==> config.mk <==
export PLATFORM = sky130hd
export DESIGN_NAME = note_arpeggiator_core
export DESIGN_NICKNAME = d
export VERILOG_FILES = /design/src/narp_pkg.sv /design/src/note_arpeggiator_core.sv
export VERILOG_INCLUDE_DIRS = /design/src /design/src/src
export SDC_FILE = /design/constraint.sdc
export NUM_CORES = 1
export LEC_CHECK = 0
export BUFFER_PORTS_ARGS = -buffer_cell sky130_fd_sc_hd__buf_2
export CAP_MARGIN = 20
export CORE_ASPECT_RATIO = 0.5
export CORE_MARGIN = 2
export CORE_UTILIZATION = 25
export DETAILED_ROUTE_END_ITERATION = 6
export HOLD_SLACK_MARGIN = 0.03
export MAX_ROUTING_LAYER = met4
export PLACE_DENSITY = 0.42
export SLEW_MARGIN = 10
export SYNTH_ARGS = -nofsm -noshare
export SYNTH_HDL_FRONTEND = slang
export SYNTH_SLANG_ARGS = --single-unit
==> constraint.sdc <==
create_clock -name i_clk -period 10.6 [get_ports i_clk]
set_input_delay 0 -clock i_clk [delete_from_list [all_inputs] [get_ports i_clk]]
set_output_delay 0 -clock i_clk [all_outputs]
set_load 0.02 [all_outputs]
==> src/note_arpeggiator_core_macros.svh <==
// Assertion macros shared by the arpeggiator RTL.
`ifndef NOTE_ARPEGGIATOR_CORE_MACROS_SVH
`define NOTE_ARPEGGIATOR_CORE_MACROS_SVH

// Same-cycle implication, checked on every rising clock edge outside reset.
`define NAC_ASSERT_NOW(label, ante, cons, msg) \
    label: assert property (@(posedge i_clk) disable iff (!i_rst_n) \
        (ante) |-> (cons)) else $error(msg);

// Next-cycle implication, checked on every rising clock edge outside reset.
`define NAC_ASSERT_NEXT(label, ante, cons, msg) \
    label: assert property (@(posedge i_clk) disable iff (!i_rst_n) \
        (ante) |=> (cons)) else $error(msg);

`endif

==> src/narp_pkg.sv <==
// Types and constants of the note arpeggiator.
package narp_pkg;

    localparam int FREQ_W     = 16;
    localparam int OUT_W      = 19;
    localparam int TIME_W     = 32;
    localparam int PERIOD_W   = 16;
    localparam int OCT_W      = 3;
    localparam int RND_W      = 16;
    localparam int STEP_W     = 7;
    // Divisor and step arithmetic width: the total of notes times octaves is at most 64 with 16 notes.
    localparam int DIV_W      = 8;
    // Dividend width of the shared divider, wide enough for the random value.
    localparam int DVD_W      = 16;
    localparam int DIV_CNT_W  = 4;
    localparam int SHIFT_W    = 2;
    localparam int CFG_IDX_W  = 2;
    localparam int CFG_DATA_W = 16;

    localparam logic [OCT_W-1:0]    OCT_MIN        = 3'd1;
    localparam logic [OCT_W-1:0]    OCT_MAX        = 3'd4;
    localparam logic [PERIOD_W-1:0] PERIOD_RESET   = 16'd100;

    // Register indexes of the configuration port.
    localparam logic [CFG_IDX_W-1:0] CFG_ARP_MODE  = 2'd0;
    localparam logic [CFG_IDX_W-1:0] CFG_OCTAVES   = 2'd1;
    localparam logic [CFG_IDX_W-1:0] CFG_PERIOD    = 2'd2;

    typedef enum logic [1:0] {
        MODE_UP       = 2'd0,
        MODE_DOWN     = 2'd1,
        MODE_PINGPONG = 2'd2,
        MODE_RANDOM   = 2'd3
    } t_arp_mode;

    typedef enum logic [2:0] {
        ST_IDLE,
        ST_PREP,
        ST_STEP,
        ST_DIV,
        ST_READ,
        ST_OUT
    } t_state;

endpackage

==> src/note_arpeggiator_core.sv <==
// Note arpeggiator: packs active sensor frequencies and emits one arpeggiated tone per scan.
//
// Usage: sensors of a scan arrive one word each on the input channel
// (i_in_valid / o_in_stall). Active frequencies go into a note store of
// MAX_NOTES entries; later active sensors are dropped once it is full.
// A word without last_sensor is taken while the sequencer is idle. A word with
// last_sensor starts the sequencer and yields one word on the output channel
// (o_out_valid / i_out_stall) through PREP, STEP, DIV, READ and OUT; the
// shared restoring divider makes one pass for step / count, and one more for
// random mod total in random mode on an advance. An empty scan goes from PREP
// to OUT and yields 0; a lone note over one octave skips STEP and DIV.
// The input channel stalls while the sequencer runs. A waiting result sits in
// the output register; the final step of the next scan holds until it has been
// taken, and sensors of that scan are still taken meanwhile.
// Configuration writes (i_cfg_valid / o_cfg_ready, always ready) set the mode,
// octave count and step period; unknown indexes are ignored.
// Synchronous active-low reset clears the note count, step, direction, time
// of last advance and registers (mode up, one octave, period 100 ms).
`include "note_arpeggiator_core_macros.svh"

module note_arpeggiator_core #(
    parameter int MAX_NOTES = 16
) (
    input  logic                               i_clk,
    input  logic                               i_rst_n,
    input  logic                               i_in_valid,
    output logic                               o_in_stall,
    input  logic                               i_sensor_active,
    input  logic [narp_pkg::FREQ_W-1:0]        i_sensor_freq,
    input  logic                               i_last_sensor,
    input  logic [narp_pkg::TIME_W-1:0]        i_now_ms,
    input  logic [narp_pkg::RND_W-1:0]         i_random_value,
    output logic                               o_out_valid,
    input  logic                               i_out_stall,
    output logic [narp_pkg::OUT_W-1:0]         o_out_freq,
    input  logic                               i_cfg_valid,
    output logic                               o_cfg_ready,
    input  logic [narp_pkg::CFG_IDX_W-1:0]     i_cfg_index,
    input  logic [narp_pkg::CFG_DATA_W-1:0]    i_cfg_data
);
    import narp_pkg::*;

    localparam int AW = (MAX_NOTES > 1) ? $clog2(MAX_NOTES) : 1;
    localparam int CW = $clog2(MAX_NOTES + 1);

    // Configuration registers.
    t_arp_mode             r_arp_mode;
    logic [OCT_W-1:0]      r_octave_count;
    logic [PERIOD_W-1:0]   r_step_period;

    // Sequencer and architectural state.
    t_state                r_state, n_state;
    logic [CW-1:0]         r_count;
    logic [STEP_W-1:0]     r_step_index;
    logic                  r_going_down;
    logic [TIME_W-1:0]     r_last_adv;

    // Scan snapshot and working registers.
    logic [CW-1:0]         r_n;
    logic [TIME_W-1:0]     r_now;
    logic [RND_W-1:0]      r_rnd;
    logic [OCT_W-1:0]      r_oct;
    logic [DIV_W-1:0]      r_total;
    logic                  r_adv;
    logic                  r_zero;

    // Shared divider.
    logic [DVD_W-1:0]      r_dvd;
    logic [DIV_W-1:0]      r_dvs;
    logic [DIV_W-1:0]      r_rem;
    logic [DIV_CNT_W-1:0]  r_div_cnt;
    logic                  r_div_rand;

    // Note store and its read port.
    logic [FREQ_W-1:0]     r_mem [MAX_NOTES];
    logic [AW-1:0]         r_rd_addr;
    logic [FREQ_W-1:0]     r_rdata;
    logic [SHIFT_W-1:0]    r_shift;

    // Output register.
    logic                  r_out_valid;
    logic [OUT_W-1:0]      r_out_freq;

    logic                  w_in_accept;
    logic                  w_out_free;
    logic                  w_store;
    logic [CW-1:0]         w_count_inc;
    logic [OCT_W-1:0]      w_oct;
    logic [DIV_W-1:0]      w_total;
    logic [TIME_W-1:0]     w_elapsed;
    logic [DIV_W-1:0]      w_s;
    logic [DIV_W-1:0]      w_s_inc;
    logic [DIV_W-1:0]      w_t_dec;
    logic [DIV_W-1:0]      w_stepped;
    logic                  w_flip;
    logic [DIV_W-1:0]      w_pick;
    logic [DIV_W-1:0]      w_clamped;
    logic [DIV_W:0]        w_rem_sh;
    logic                  w_qbit;
    logic [DIV_W-1:0]      w_rem_new;
    logic [DVD_W-1:0]      w_quot;

    // Handshake-side control.
    always_comb begin
        o_in_stall  = (r_state != ST_IDLE);
        w_in_accept = i_in_valid && (r_state == ST_IDLE);
        w_out_free  = !r_out_valid || !i_out_stall;
    end

    assign o_cfg_ready = 1'b1;
    assign o_out_valid = r_out_valid;
    assign o_out_freq  = r_out_freq;

    // Note store fill.
    assign w_store     = w_in_accept && i_sensor_active && (r_count < CW'(MAX_NOTES));
    assign w_count_inc = w_store ? CW'(r_count + CW'(1)) : r_count;

    // Octave clamp, total positions and elapsed-time test.
    always_comb begin
        if (r_octave_count < OCT_MIN) begin
            w_oct = OCT_MIN;
        end else if (r_octave_count > OCT_MAX) begin
            w_oct = OCT_MAX;
        end else begin
            w_oct = r_octave_count;
        end
    end
    assign w_total   = DIV_W'(DIV_W'(r_n) * DIV_W'(w_oct));
    assign w_elapsed = r_now - r_last_adv;

    // Mode step over the stored step index.
    assign w_s     = {1'b0, r_step_index};
    assign w_s_inc = w_s + DIV_W'(1);
    assign w_t_dec = r_total - DIV_W'(1);

    always_comb begin
        w_flip    = 1'b0;
        w_stepped = w_s;
        unique case (r_arp_mode)
            MODE_UP: begin
                w_stepped = (w_s_inc >= r_total) ? '0 : w_s_inc;
            end
            MODE_DOWN: begin
                w_stepped = (w_s == '0) ? w_t_dec : (w_s - DIV_W'(1));
            end
            MODE_PINGPONG: begin
                if (r_going_down) begin
                    w_flip    = (w_s <= DIV_W'(1));
                    w_stepped = w_flip ? '0 : (w_s - DIV_W'(1));
                end else begin
                    w_flip    = (w_s_inc >= w_t_dec);
                    w_stepped = w_flip ? w_t_dec : w_s_inc;
                end
            end
            MODE_RANDOM: begin
                w_stepped = w_s;
            end
            default: begin
                w_stepped = w_s;
            end
        endcase
        w_pick    = r_adv ? w_stepped : w_s;
        w_clamped = (w_pick >= r_total) ? w_t_dec : w_pick;
    end

    // One restoring division step.
    always_comb begin
        w_rem_sh  = {r_rem, r_dvd[DVD_W-1]};
        w_qbit    = (w_rem_sh >= {1'b0, r_dvs});
        w_rem_new = w_qbit ? DIV_W'(w_rem_sh - {1'b0, r_dvs}) : w_rem_sh[DIV_W-1:0];
        w_quot    = {r_dvd[DVD_W-2:0], w_qbit};
    end

    // Next-state logic.
    always_comb begin
        n_state = r_state;
        unique case (r_state)
            ST_IDLE: begin
                if (w_in_accept && i_last_sensor) begin
                    n_state = ST_PREP;
                end
            end
            ST_PREP: begin
                if (r_n == '0) begin
                    n_state = ST_OUT;
                end else if ((r_n == CW'(1)) && (w_oct == OCT_MIN)) begin
                    n_state = ST_READ;
                end else begin
                    n_state = ST_STEP;
                end
            end
            ST_STEP: begin
                n_state = ST_DIV;
            end
            ST_DIV: begin
                if ((r_div_cnt == '0) && !r_div_rand) begin
                    n_state = ST_READ;
                end
            end
            ST_READ: begin
                n_state = ST_OUT;
            end
            ST_OUT: begin
                if (w_out_free) begin
                    n_state = ST_IDLE;
                end
            end
            default: begin
                n_state = ST_IDLE;
            end
        endcase
    end

    // Control registers.
    always_ff @(posedge i_clk) begin
        if (!i_rst_n) begin
            r_state        <= ST_IDLE;
            r_arp_mode     <= MODE_UP;
            r_octave_count <= OCT_MIN;
            r_step_period  <= PERIOD_RESET;
            r_count        <= '0;
            r_step_index   <= '0;
            r_going_down   <= 1'b0;
            r_last_adv     <= '0;
            r_out_valid    <= 1'b0;
        end else begin
            r_state <= n_state;

            // Configuration writes.
            if (i_cfg_valid && o_cfg_ready) begin
                if (i_cfg_index == CFG_ARP_MODE) begin
                    r_arp_mode <= t_arp_mode'(i_cfg_data[1:0]);
                end else if (i_cfg_index == CFG_OCTAVES) begin
                    r_octave_count <= i_cfg_data[OCT_W-1:0];
                end else if (i_cfg_index == CFG_PERIOD) begin
                    r_step_period <= i_cfg_data[PERIOD_W-1:0];
                end
            end

            // Note count, cleared at the end of each scan.
            if (w_in_accept) begin
                r_count <= i_last_sensor ? '0 : w_count_inc;
            end

            // Step update and the time of the last advance.
            if (r_state == ST_STEP) begin
                if (r_adv) begin
                    r_last_adv <= r_now;
                end
                if (!(r_adv && (r_arp_mode == MODE_RANDOM))) begin
                    r_step_index <= w_clamped[STEP_W-1:0];
                    if (r_adv && (r_arp_mode == MODE_PINGPONG) && w_flip) begin
                        r_going_down <= !r_going_down;
                    end
                end
            end
            if ((r_state == ST_DIV) && (r_div_cnt == '0) && r_div_rand) begin
                r_step_index <= w_rem_new[STEP_W-1:0];
            end

            // Output valid.
            if ((r_state == ST_OUT) && w_out_free) begin
                r_out_valid <= 1'b1;
            end else if (!i_out_stall) begin
                r_out_valid <= 1'b0;
            end
        end
    end

    // Datapath registers.
    always_ff @(posedge i_clk) begin
        if (w_in_accept && i_last_sensor) begin
            r_n   <= w_count_inc;
            r_now <= i_now_ms;
            r_rnd <= i_random_value;
        end

        if (r_state == ST_PREP) begin
            r_oct     <= w_oct;
            r_total   <= w_total;
            r_adv     <= (w_elapsed >= TIME_W'(r_step_period));
            r_zero    <= (r_n == '0);
            r_rd_addr <= '0;
            r_shift   <= '0;
        end

        // Start a division: random mod total on a random advance, else step by count.
        if (r_state == ST_STEP) begin
            r_rem     <= '0;
            r_div_cnt <= '1;
            if (r_adv && (r_arp_mode == MODE_RANDOM)) begin
                r_dvd      <= r_rnd;
                r_dvs      <= r_total;
                r_div_rand <= 1'b1;
            end else begin
                r_dvd      <= DVD_W'(w_clamped);
                r_dvs      <= DIV_W'(r_n);
                r_div_rand <= 1'b0;
            end
        end

        // Iterate the divider; after the random pass, divide the new step by the count.
        if (r_state == ST_DIV) begin
            if (r_div_cnt != '0) begin
                r_rem     <= w_rem_new;
                r_dvd     <= w_quot;
                r_div_cnt <= r_div_cnt - DIV_CNT_W'(1);
            end else if (r_div_rand) begin
                r_rem      <= '0;
                r_dvd      <= DVD_W'(w_rem_new);
                r_dvs      <= DIV_W'(r_n);
                r_div_cnt  <= '1;
                r_div_rand <= 1'b0;
            end else begin
                r_rd_addr <= w_rem_new[AW-1:0];
                r_shift   <= w_quot[SHIFT_W-1:0];
            end
        end

        // Final note, shifted up by the octave.
        if ((r_state == ST_OUT) && w_out_free) begin
            r_out_freq <= r_zero ? '0 : OUT_W'({{(OUT_W-FREQ_W){1'b0}}, r_rdata} << r_shift);
        end
    end

    // Note store: one write port, one registered read port.
    always_ff @(posedge i_clk) begin
        if (w_store) begin
            r_mem[r_count[AW-1:0]] <= i_sensor_freq;
        end
        r_rdata <= r_mem[r_rd_addr];
    end

    // Checks.
    `NAC_ASSERT_NOW(a_count_bound, 1'b1, r_count <= CW'(MAX_NOTES), "note count beyond store size")
    `NAC_ASSERT_NEXT(a_out_from_seq, !r_out_valid && (r_state != ST_OUT), !r_out_valid, "result without sequencer")
    `NAC_ASSERT_NOW(a_addr_in_scan, (r_state == ST_READ) && !r_zero, CW'(r_rd_addr) < r_n, "note read beyond scan")
    `NAC_ASSERT_NOW(a_shift_bound, (r_state == ST_READ) && !r_zero, {1'b0, r_shift} < r_oct, "octave shift out of range")

endmodule

# Word-level counts from Yosys, hierarchy flattened

Memory sizes are Yosys's and may differ from the RTL's. A register that Yosys moved wholly into a read port is not among the register bits.
Index checks and enable logic that the tools add are counted.
W data, S select, Z words.

Flip-flop bits (word level): 195
Memories kept: 1
Word-level logic and storage cells: 154
Input port bits: 89
Bits in writable memories: 256
Output and inout bits: 22

Memories:

| memory | depth | bits a word | rd ports | clocked after Yosys merged registers in | write ports | line                        | RTL |
|---|---|---|---|---|---|---|---|
| r_mem  | 16    | 16          | 1        | 1                                       | 1           | note_arpeggiator_core.sv:75 | `logic [FREQ_W-1:0] r_mem [MAX_NOTES];` |

Reductions and logical operators: 33
Multipliers: 1
Shifts and indexed selects: 1
Multiplexer cells: 59
Bitwise gates (word level): 3
$add $sub $neg: 7
Equality and inequality tests: 17
$lt $le $gt $ge: 9

Operator list:

| operator              | number |
|---|---|
| $mux W8               | 17 |
| $mux W16              | 5 |
| $ge A32 B16 Y1        | 1 |
| $mux W4               | 8 |
| $pmux W8 S4           | 1 |
| $sub A32 B32 Y32      | 1 |
| $ge A8 B8 Y1          | 3 |
| $mux W3               | 7 |
| $mux W7               | 3 |
| $shl A16 B2 Y19       | 1 |
| $pmux W3 S6           | 1 |
| $logic_and A1 B1 Y1   | 12 |
| $mux W1               | 11 |
| $mux W5               | 2 |
| $ge A9 B8 Y1          | 1 |
| $reduce_and A3 Y1     | 3 |
| $add A7 B1 Y8 const B | 1 |
| $logic_not A8 Y1      | 1 |
| $mul A5 B3 Y8         | 1 |
| $mux W2               | 4 |
| $sub A7 B1 Y8 const B | 1 |
| $sub A8 B1 Y8 const B | 1 |
| $sub A8 B8 Y8         | 1 |
| $le A7 B1 Y1 const B  | 1 |
| 25 further kinds      | 42 |

# Logic depth before layout (Yosys ltp)

Depth in word-level cells: 13
Depth in mapped cells: 26

# Worst setup path after synthesis

Ideal clock, no wire load.

Kind: register to register
From: register r_total[0]
To: register r_dvd[6]
Arrival time: 4.803 ns
Slack: 5.664 ns
Setup time: 0.133 ns
Cell stages (with the launch flop): 22
Path through: edfxtp_1 -> or4_4 -> nor2_1 -> xnor2_1 -> ha_1 -> a21oi_1 -> o31ai_1 -> a211oi_1 -> nor2_8 -> nor2_2 -> a2111oi_2 -> o211a_1 -> a311o_2 -> ha_1 -> o21ai_0 -> a21oi_1 -> nor4_1 -> nor3_1 -> buf_2 -> nand2_1 -> o211ai_1 -> o211ai_1

Longest elaborated chain between the ends: 13

Ends and longest elaborated chain:

| item                   | line                         | RTL |
|---|---|---|
| start, declared        | note_arpeggiator_core.sv:63  | `logic [DIV_W-1:0] r_total;` |
| start signal, assigned | note_arpeggiator_core.sv:280 | `r_total <= w_total;` |
| $sub A8 B1 Y8          | note_arpeggiator_core.sv:134 | `assign w_t_dec = r_total - DIV_W'(1);` |
| $ge A8 B8 Y1           | note_arpeggiator_core.sv:151 | `w_flip = (w_s_inc >= w_t_dec);` |
| $mux W8                | note_arpeggiator_core.sv:152 | `w_stepped = w_flip ? w_t_dec : w_s_inc;` |
| $mux W8                | note_arpeggiator_core.sv:147 | `if (r_going_down) begin` |
| $pmux W8 S4            | note_arpeggiator_core.sv:139 | `unique case (r_arp_mode)` |
| $mux W8                | note_arpeggiator_core.sv:162 | `w_pick = r_adv ? w_stepped : w_s;` |
| $ge A8 B8 Y1           | note_arpeggiator_core.sv:163 | `w_clamped = (w_pick >= r_total) ? w_t_dec : w_pick;` |
| $mux W8 *              | note_arpeggiator_core.sv:163 |  |
| $mux W16 *             | note_arpeggiator_core.sv:291 | `if (r_adv && (r_arp_mode == MODE_RANDOM)) begin` |
| $mux W16 *             | note_arpeggiator_core.sv:288 | `if (r_state == ST_STEP) begin` |
| $mux W16               | note_arpeggiator_core.sv:308 | `end else if (r_div_rand) begin` |
| $mux W16               | note_arpeggiator_core.sv:304 | `if (r_div_cnt != '0) begin` |
| $mux W16 *             | note_arpeggiator_core.sv:303 | `if (r_state == ST_DIV) begin` |
| end signal, assigned   | note_arpeggiator_core.sv:292 | `r_dvd <= r_rnd;` |
| end signal, assigned   | note_arpeggiator_core.sv:306 | `r_dvd <= w_quot;` |
| end signal, assigned   | note_arpeggiator_core.sv:310 | `r_dvd <= DVD_W'(w_rem_new);` |
| end, declared          | note_arpeggiator_core.sv:68  | `logic [DVD_W-1:0] r_dvd;` |

Every way passes the cells marked *; elsewhere a longest branch is shown, timed or not.
A chain may end at the register's enable or synchronous reset.

# Worst setup path after layout

Ends and elaborated chain as after synthesis.

==> impl_metrics.yaml <==
clock_network:
  cts-resized-gates: 0
  h-tree-depth: 2
  cts_tree: "built"
  numCtsBuffers: 46
  cts.sinks: 467
  max-clock-path-buffers: 3
  clock_latency_ps: 610
  path_clk_slew_ps: 60
  cts_root_buf: "clkbuf_16"
yosys:
  synthFlopType: "edfxtp_1"
  synth_cell_types: 76
  synth_cells: 1723
  yosys_warnings: 0
  async_reset_ff_share_pct: 0
  syn-num-nets: 1911
  synth_edf_count: 338
  synth_area_per_cell_um2: 12.57
  synth_mux_area_share_pct: 9.999
  synth_top_family_by_area: "compound AO/OA/AOI/OAI gates"
  synth_sequential_area_ratio_pct: 58.78
  synth_xor_area_share_pct: 1.617
  synth_compound_area_share_pct: 10.96
  synth.cell_area_um2: 21660
  synth-simple-area-share_pct: 9.404
  synthAdderAreaFrac_pct: 5.927
  synth_seq_cells: 467
sta:
  drv_slew: 0
  fin_tns_setup_ps: 0
  rsz0062_at_grt: "false"
  setup_ws_ps: 5090
  whs_ps: 63.56
  max_slew_margin_pct: 26.73
  fin_crit_sh_pct: 51.98
  clock_skew_ps: 18.92
  setup_viol: 0
  min_period_ps: 5510
  worstMarginPinSlew_ps: 1099
  hold_viol_final: 0
  max_freq_mhz: 181.5
worst_setup_path:
  required_ps: 11050
  path_max_fanout: 13
  cp_slowest_stage_delay_ps: 620
  reg2reg_depth: 21
  cp_slowest_cell: "a211oi_1"
  cp.arrival_ps: 5960
  worstPathCellList: "or4_4 > nor2_1 > xnor2_1 > ha_1 > a21oi_1 > o31ai_1 > a211oi_1 > nor2_8 > nor2_2 > a2111oi_2 > o211a_1 > a311o_2 > ha_1 > o21ai_0 > a21oi_1 > nor4_1 > nor3_1 > buf_4 > nand2_1 > o211ai_1 > o211ai_1"
  critPathLaunchType: "flop"
  path_class: "flop to flop"
  end_kind: "flop"
detailed_routing:
  wl_per_cell_um: 18.19
  viasPerCell: 4.492
  num_vias: 14270
  routed_wl_um: 57780
  drtAntennaViolNets: 0
  drc: 0
  drt_pass1_iterations: 5
  dr.first_iter.drc_count: 801
placed_design:
  pre_cts_ws_ps: 5123
  place_hpwl_um: 36970
  placed_area_um2: 23740
  portBuffers: 109
  place.gp.congestion: 0.8869
grt:
  grt_start_max_net_pins: 66
  grt_pass1_wl_um: 89410
  antenna_found_initial: 1
  grt_overflow: 0
  grt_pass1_vias: 14710
  grt_use_total_pct: 13.47
die:
  die_w_um: 420.3
  ios: 111
  dieArea_um2: 89150
  row_count: 76
  start_util_pct: 25.20
  core-area_um2: 85960
  die_h_um: 212.1
cells_and_area:
  drive_gt1_share_pct: 17.16
  finish.instance_area_um2: 26440
  final_nets: 2155
  synthToLayoutAreaGrowth_pct: 22.07
pwr:
  static-leakage-power_uw: 0.009237
  ir_drop_mv: 0.1141
  pwr_density_cell_nw_per_um2: 179.0
status:
  status: "finished, final reports clean"
worst_hold_path:
  hold_class: "input pin to flop"
  whs_path_depth: 4
job:
  maxCapViolCount: 0
[worst max-delay path, delay by kind of cell (launching register included)]
kind | cells | cell delay [ps]
XOR/XNOR | 1 | 370
buffers and inverters | 1 | 270
adder cells (fa/ha/maj) | 2 | 660
flip-flops | 1 | 550
AND/OR/NAND/NOR | 7 | 1430
AO/OA/AOI/OAI | 10 | 2100
[kinds of logic (layout without fill, tap and decap cells)]
family	Yosys count	after routing
flops	467	467
simple gates	447	447
compound gates	374	374
buf+inv	188	470
mux	107	107
fa+ha+maj	99	99
xor+xnor	40	40
other cells	1	2
[flip-flops by register name, summed over array words and instances (netlist names), 4 cells and up]
name	flops
r_rdata	16
r_rnd	16
r_count	5
r_dvs	8
o_out_freq	19
r_last_adv	32
r_dvd	16
r_n	5
r_div_cnt	4
r_step_index	7
r_mem	256
r_rd_addr	4
r_now	32
r_rem	8
r_step_period	16
r_total	8
[cells in the final DEF, fill, tap and decap left out, types with 10 or more instances in the layout]
cell type / netlist / final
a31oi_1: 10 / 10
inv_1: 121 / 120
mux2i_1: 15 / 15
dfxtp_1: 129 / 127
dlygate4sd3_1: 0 / 122
o21ai_0: 75 / 75
mux4_2: 87 / 87
a21o_1: 22 / 22
nor2_2: 2 / 11
and2_1: 10 / 10
nor2_1: 112 / 99
edfxtp_1: 338 / 338
nand2b_1: 21 / 21
a21oi_1: 134 / 134
nor2b_1: 25 / 25
nand2_1: 188 / 188
ha_1: 93 / 93
buf_4: 1 / 31
xor2_1: 11 / 11
a211oi_1: 24 / 24
buf_2: 2 / 109
xnor2_1: 29 / 29
nand3_1: 16 / 16
a22oi_1: 18 / 18
clkbuf_16: 0 / 47
nor3_1: 30 / 26
clkinv_2: 0 / 13
[through the flow]
step | utilization [%] | power, uW | std cells
floorplan | - | 2830 | 1723
global placement | 27.60 | 3131 | 2966
detailed placement | 27.62 | 3125 | 2967
CTS | 30.75 | 4807 | 3175
global route | 30.76 | 5018 | 3176
finish | 30.76 | 4732 | 3176
[repair_timing]
item | in CTS | in global routing
buffers inserted | 0 | 0
hold buffers | 122 | 0
endpoints found under the hold margin | 336 | 0
[cells in the mapped netlist, types with 21 or more instances]
cell,n,area [um2]
nor2b_1,25,156.4
o21ai_0,75,375.4
nor3_1,30,150.1
a211oi_1,24,180.2
xnor2_1,29,254.0
nand2_1,188,705.7
mux4_2,87,1959
a21oi_1,134,670.6
a21o_1,22,165.2
edfxtp_1,338,10150
inv_1,121,454.2
ha_1,93,1164
clkbuf_1,51,191.4
dfxtp_1,129,2582
nand2b_1,21,131.4
nor2_1,112,420.4
[final timing paths]
| check | start | to | slack [ps] |
|---|---|---|---|
| max reg2reg | r_total[0]$_DFFE_PP_ | r_dvd[6]$_DFF_P_ | 5090 |
| max | r_total[0]$_DFFE_PP_ | r_dvd[6]$_DFF_P_ | 5090 |
| min | i_cfg_index[0] | r_step_period[4]$_SDFFE_PN0P_ | 60 |
| min reg2reg | r_last_adv[9]$_SDFFE_PN0P_ | r_last_adv[9]$_SDFFE_PN0P_ | 450 |
[layout make-up]
type	instances	area, um2
Timing Repair Buffer	263	2011
Fill cell	8753	59520
Multi-Input combinational cell	1068	8294
Clock buffer	60	1275
Antenna cell	1	2.502
Tap cell	1170	1464
Clock inverter	26	201.4
Sequential cell	467	12740
Inverter	121	454.2
[per-layer routing]
metal	share of wire (%)	routed length (um)	global-route usage [%]	up-vias
met2	48	27990	22.21	191
met1	46	26820	17.46	7090
met5	0	0	-	-
li1	-	-	-	6919
met4	1.9	1113	3.263	0
met3	3.2	1859	2.035	66
[report_power, final]
group | internal, uW | leakage (uW) | switching [uW]
registers | 2070 | 0.00412 | 87.0
clock network | 883 | 0.000733 | 737
logic | 390 | 0.00438 | 570
Note: power is estimated with default switching activity, not from simulation.
